`src/hdl/sme_div.sv`:
```
`timescale 1ns / 1ps
// Signed 32-bit divider, one quotient bit per cycle, truncating toward zero.
// No dependencies; MIN / -1 wraps to MIN.
module sme_div (
    input  logic        aclk,
    input  logic        aresetn,
    input  logic        start,
    input  logic [31:0] dividend,
    input  logic [31:0] divisor,
    output logic        done,
    output logic [31:0] quotient
);

    logic [31:0] rem_reg, rem_next;
    logic [31:0] quo_reg, quo_next;
    logic [31:0] dvs_reg, dvs_next;
    logic [5:0]  cnt_reg, cnt_next;
    logic        neg_reg, neg_next;
    logic        busy_reg, busy_next;
    logic        done_reg, done_next;
    logic [32:0] shifted;
    logic [32:0] trial;

    always_ff @(posedge aclk) begin
        if (!aresetn) begin
            busy_reg <= 1'b0;
            done_reg <= 1'b0;
        end else begin
            busy_reg <= busy_next;
            done_reg <= done_next;
        end
        rem_reg <= rem_next;
        quo_reg <= quo_next;
        dvs_reg <= dvs_next;
        cnt_reg <= cnt_next;
        neg_reg <= neg_next;
    end

    always_comb begin
        rem_next  = rem_reg;
        quo_next  = quo_reg;
        dvs_next  = dvs_reg;
        cnt_next  = cnt_reg;
        neg_next  = neg_reg;
        busy_next = busy_reg;
        done_next = 1'b0;
        shifted   = {rem_reg, quo_reg[31]};
        trial     = shifted - {1'b0, dvs_reg};
        if (start) begin
            rem_next  = '0;
            quo_next  = dividend[31] ? (~dividend + 32'd1) : dividend;
            dvs_next  = divisor[31] ? (~divisor + 32'd1) : divisor;
            neg_next  = dividend[31] ^ divisor[31];
            cnt_next  = 6'd32;
            busy_next = 1'b1;
        end else if (busy_reg) begin
            if (!trial[32]) begin
                rem_next = trial[31:0];
                quo_next = {quo_reg[30:0], 1'b1};
            end else begin
                rem_next = shifted[31:0];
                quo_next = {quo_reg[30:0], 1'b0};
            end
            cnt_next = cnt_reg - 6'd1;
            if (cnt_reg == 6'd1) begin
                busy_next = 1'b0;
                done_next = 1'b1;
            end
        end
    end

    assign done     = done_reg;
    assign quotient = neg_reg ? (~quo_reg + 32'd1) : quo_reg;

endmodule

```
`config.mk`:
```
export PLATFORM = sky130hd
export DESIGN_NAME = sme_div
export DESIGN_NICKNAME = d
export VERILOG_FILES = /design/src/hdl/sme_div.sv
export SDC_FILE = /design/constraint.sdc
export NUM_CORES = 1
export LEC_CHECK = 0
export BUFFER_PORTS_ARGS = -buffer_cell sky130_fd_sc_hd__buf_2
export CAP_MARGIN = 20
export CELL_PAD_IN_SITES_DETAIL_PLACEMENT = 0
export CELL_PAD_IN_SITES_GLOBAL_PLACEMENT = 1
export CORE_MARGIN = 4
export CORE_UTILIZATION = 45
export DETAILED_ROUTE_END_ITERATION = 7
export PLACE_DENSITY_LB_ADDON = 0.1
export SYNTH_ARGS = -nofsm -noshare
export SYNTH_HDL_FRONTEND = slang
export SYNTH_SLANG_ARGS = --single-unit
```
`constraint.sdc`:
```
create_clock -name aclk -period 4.19 [get_ports aclk]
set_clock_uncertainty 0.2 [all_clocks]
set_input_delay 0.2095 -clock aclk [delete_from_list [all_inputs] [get_ports aclk]]
set_output_delay 0.2095 -clock aclk [all_outputs]
set_load 0.02 [all_outputs]
```
==> metrics.md <==
| Metric | Value |
|---|---|
| Worst Setup Path Type | `flip-flop to output port` |
| CTS Buf Count | `9` |
| Hpwl dp | `between 10,000 and 15,000 µm` |
| Drt via density | `between 5 and 6` |
| IO Pins | `100` |
| Max-slew headroom | `55.05%` |
| Worst-path maximum fanout | `4` |
| Clock Tree Root | `clkbuf_16` |
| Power Density | `~360 mW/mm²` |
| CP arrival | `approximately 3.7 ns` |
| Combinational Power Share | `between 30% and 40%` |
| Final-report hold violation count | `0` |
| GPL Wtd Cong | `between 0.9 and 1` |
| Pre-CTS WS | `around 0.27 ns` |
| Outcome | `finished, final reports clean` |
| Die area | `0.01933 mm²` |
| Hold crit path type | `input pin to flip-flop` |
| Final cycle utilization of the critical path | `a little over nine tenths` |
| Post-synthesis xor/xnor area fraction | `12.59%` |
| Synth Area in Adders | `between 6 and 7%` |
| Syn Std Cell Area | `around 0.0077 mm²` |
| Asr flop ratio synth | `0%` |
| Met3 WL post-DR | `approximately 900 µm` |
| Layout area overhead | `17.44%` |
| Largest family of logic cells by synthesized area | `compound AO/OA/AOI/OAI gates` |
| H-tree depth | `3` |
| Clk_lat worst skew | `roughly 0.35 ns` |
| Cell Count, Final, Fillers Out | `1,225` |
| Int Pwr | `around 2.1 mW` |
| Post-synthesis simple-gate area fraction | `roughly 18%` |
| Synthesized flop and latch total | `roughly 110` |
| Synth warn | `0` |
| Starting Density | `a little under half` |
| Setup ws final | `around 0.085 ns` |
| Max-Cap Viols | `0` |
| Synth unique cells | `67` |
| Final instance area | `between 0.009 and 0.01 mm²` |
| Mux cell area share after synthesis | `0.6641%` |
| Die X | `around 140 µm` |
| Via count | `about 6,800` |
| Sequential power share | `between 40% and 50%` |
| Leak | `~3.6 nW` |
| DRT Pass-1 Iters | `5` |
| Initial antenna violation count | `0` |
| Metal2 WL | `8884 µm` |
| Tmin final | `around 4 ns` |
| Register area share after synthesis | `between 30% and 40%` |
| Routed WL | `18,850 µm` |
| Iter 0 DRT Violations | `403` |
| Largest net degree at the start of global routing | `68` |
| EDFF count, synth | `between 60 and 70` |
| Crit. End Element | `output port` |
| Placed Cells incl. Taps | `approximately 1,200` |
| Setup violations, final | `0` |
| Clock power share | `between 20% and 30%` |
| Core ar. | `around 0.017 mm²` |
| Final nets | `1,106` |
| CTS max path bufs | `2` |
| Max-slew violation count | `0` |
| Fill cells | `approximately 1,600` |
| Core Rows | `between 40 and 50` |
| DIE HEIGHT | `roughly 140 µm` |
| Post-Syn Nets | `995` |
| N_diodes | `0` |
| Net Switching | `1.089 mW` |
| Port Buffers | `around 100` |
| Worst EP required | `between 3 and 4 ns` |
| Ratio of cells with drive above 1 in the final layout | `15.72%` |
| VDD IR-drop max | `around 0.26 mV` |
| Cells after Synth | `890` |
| Drt wl/cell | `around 15 µm` |
| CTS tree | `yes` |
| Global-route wire length before repair | `~32,000 µm` |
| Fmax | `about 240 MHz` |
| Met1 wire length | `roughly 9000 µm` |
| DP Area | `approximately 0.0084 mm²` |
| Max Used Layer | `met4` |
| Clock transition at path regs | `about 0.070 ns` |
| Clock tree sinks | `roughly 110` |
| Vias in the first global route | `roughly 6,500` |
| RSZ-0062 raised after global routing | `yes` |
| DRT antenna net count | `0` |
| Post-synth top flop | `edfxtp_1` |
| Startpoint Class | `flip-flop` |
| Grt total ovfl | `0` |
| Drc violations | `0` |
| GRT Total Usage | `19.20%` |
| Complex-gate fraction of the synthesized area | `21.96%` |
| Sw Share | `roughly a third` |
| Worst slew pin tran | `roughly 0.66 ns` |
| Mean post-synth cell area | `between 8 and 9 µm²` |
cell families (layout without fill, tap and decap cells):
family	after synthesis	after routing
AO/OA/AOI/OAI	254	254
XOR/XNOR	111	111
adder cells (fa/ha/maj)	38	38
buffers and inverters	95	210
flip-flops	105	105
multiplexers	5	5
AND/OR/NAND/NOR	282	282
metrics by stage:
stage	hold WS (ns)	utilization (%)	TNS (ns)	total power, mW
floorplan	0.1084	-	0	2.057
global placement	0.2393	50.45	0	2.347
detailed placement	0.2424	50.57	0	2.370
CTS	0.0004395	54.17	-0.03697	3.250
global route	0.01625	54.32	-0.02551	3.432
finish	0.006215	54.32	0	3.234
synthesized netlist by cell type, drive strengths merged (18+ instances only):
cell type | n | share of area (%)
xnor2 | 70 | 7.9
inv | 51 | 2.5
or3 | 25 | 2.3
nor2 | 77 | 3.7
nand2 | 93 | 4.5
xor2 | 41 | 4.6
o31ai | 25 | 2.4
o21ai | 55 | 3.7
ha | 37 | 6.0
a21oi | 69 | 4.5
clkbuf | 37 | 1.8
a311oi | 18 | 2.0
edfxtp | 65 | 25
dfxtp | 40 | 10
or4 | 19 | 2.0
repair_timing:
action,4_1_cts,5_1_grt
buffers inserted,5,2
gates resized for setup,3,3
pin swaps,4,1
gates cloned,0,0
setup endpoints to repair,2,6
hold buffers,26,0
hold endpoints to repair,28,0
power by group through the flow:
stage	clock [mW]	sequential, mW	combinational (mW)
floorplan	0	1.31	0.747
global placement	0	1.34	1.01
detailed placement	0	1.34	1.03
CTS	0.872	1.32	1.06
global route	0.915	1.33	1.19
finish	0.852	1.32	1.07
path summary, 6_finish.rpt:
path                            depth (start not counted)      endpoint   startpoint  slack [ns]
worst min-delay path                                    2   dvs_reg[22]  divisor[22]       0.006
worst max-delay path                                   10  quotient[28]   quo_reg[3]        0.09
worst max register to register                         14    rem_reg[8]  quo_reg[31]        0.51
worst min register to register                          2   rem_reg[25]  rem_reg[25]        0.30
worst max-delay path, stage by stage (launching register included):
cell and delay, ns:
edfxtp_1 0.40, or4_4 0.57, nor4_4 0.18, nand2_2 0.09, or4_4 0.49, or4_4 0.44
or3_4 0.36, or3_4 0.39, o21ai_2 0.14, xnor2_1 0.13, buf_4 0.16
placed cells by master, fill, tap and decap left out, types with 7 or more instances in the layout:
cell,synthesis,final
nor2_1,77,77
or3_1,20,20
and3_1,8,8
o31ai_1,25,25
xnor2_1,70,70
a21oi_1,69,69
o21ai_0,52,51
nor2b_1,8,8
a21o_1,12,12
inv_1,51,51
edfxtp_1,65,65
buf_4,1,20
o21a_1,14,14
nand2_1,93,92
nor4_1,7,7
clkbuf_16,0,9
xor2_1,41,41
nand3_1,9,9
buf_2,0,96
a311oi_1,18,18
or4_1,15,14
dlygate4sd3_1,0,26
ha_1,37,37
nor3_1,13,13
dfxtp_1,40,39
o41ai_1,13,12
final cells by class:
class | count | area, µm² | area share, %
flip-flops and latches | 105 | 2754 | 30.35
multi-input cells | 690 | 4626 | 50.99
inverters | 51 | 191.4 | 2.110
well taps | 220 | 275.3 | 3.034
repair buffers | 144 | 930.9 | 10.26
clock buffers | 10 | 239.0 | 2.634
clock inverters | 5 | 56.30 | 0.6206
layer usage:
| layer | track usage, % | up-vias |
|---|---|---|
| met5 | 0 | - |
| met4 | 5.716 | 0 |
| met3 | 2.448 | 12 |
| met2 | 32.40 | 176 |
| met1 | 25.85 | 3142 |
| li1 | - | 3464 |
Power figures use the tool's default switching activity.
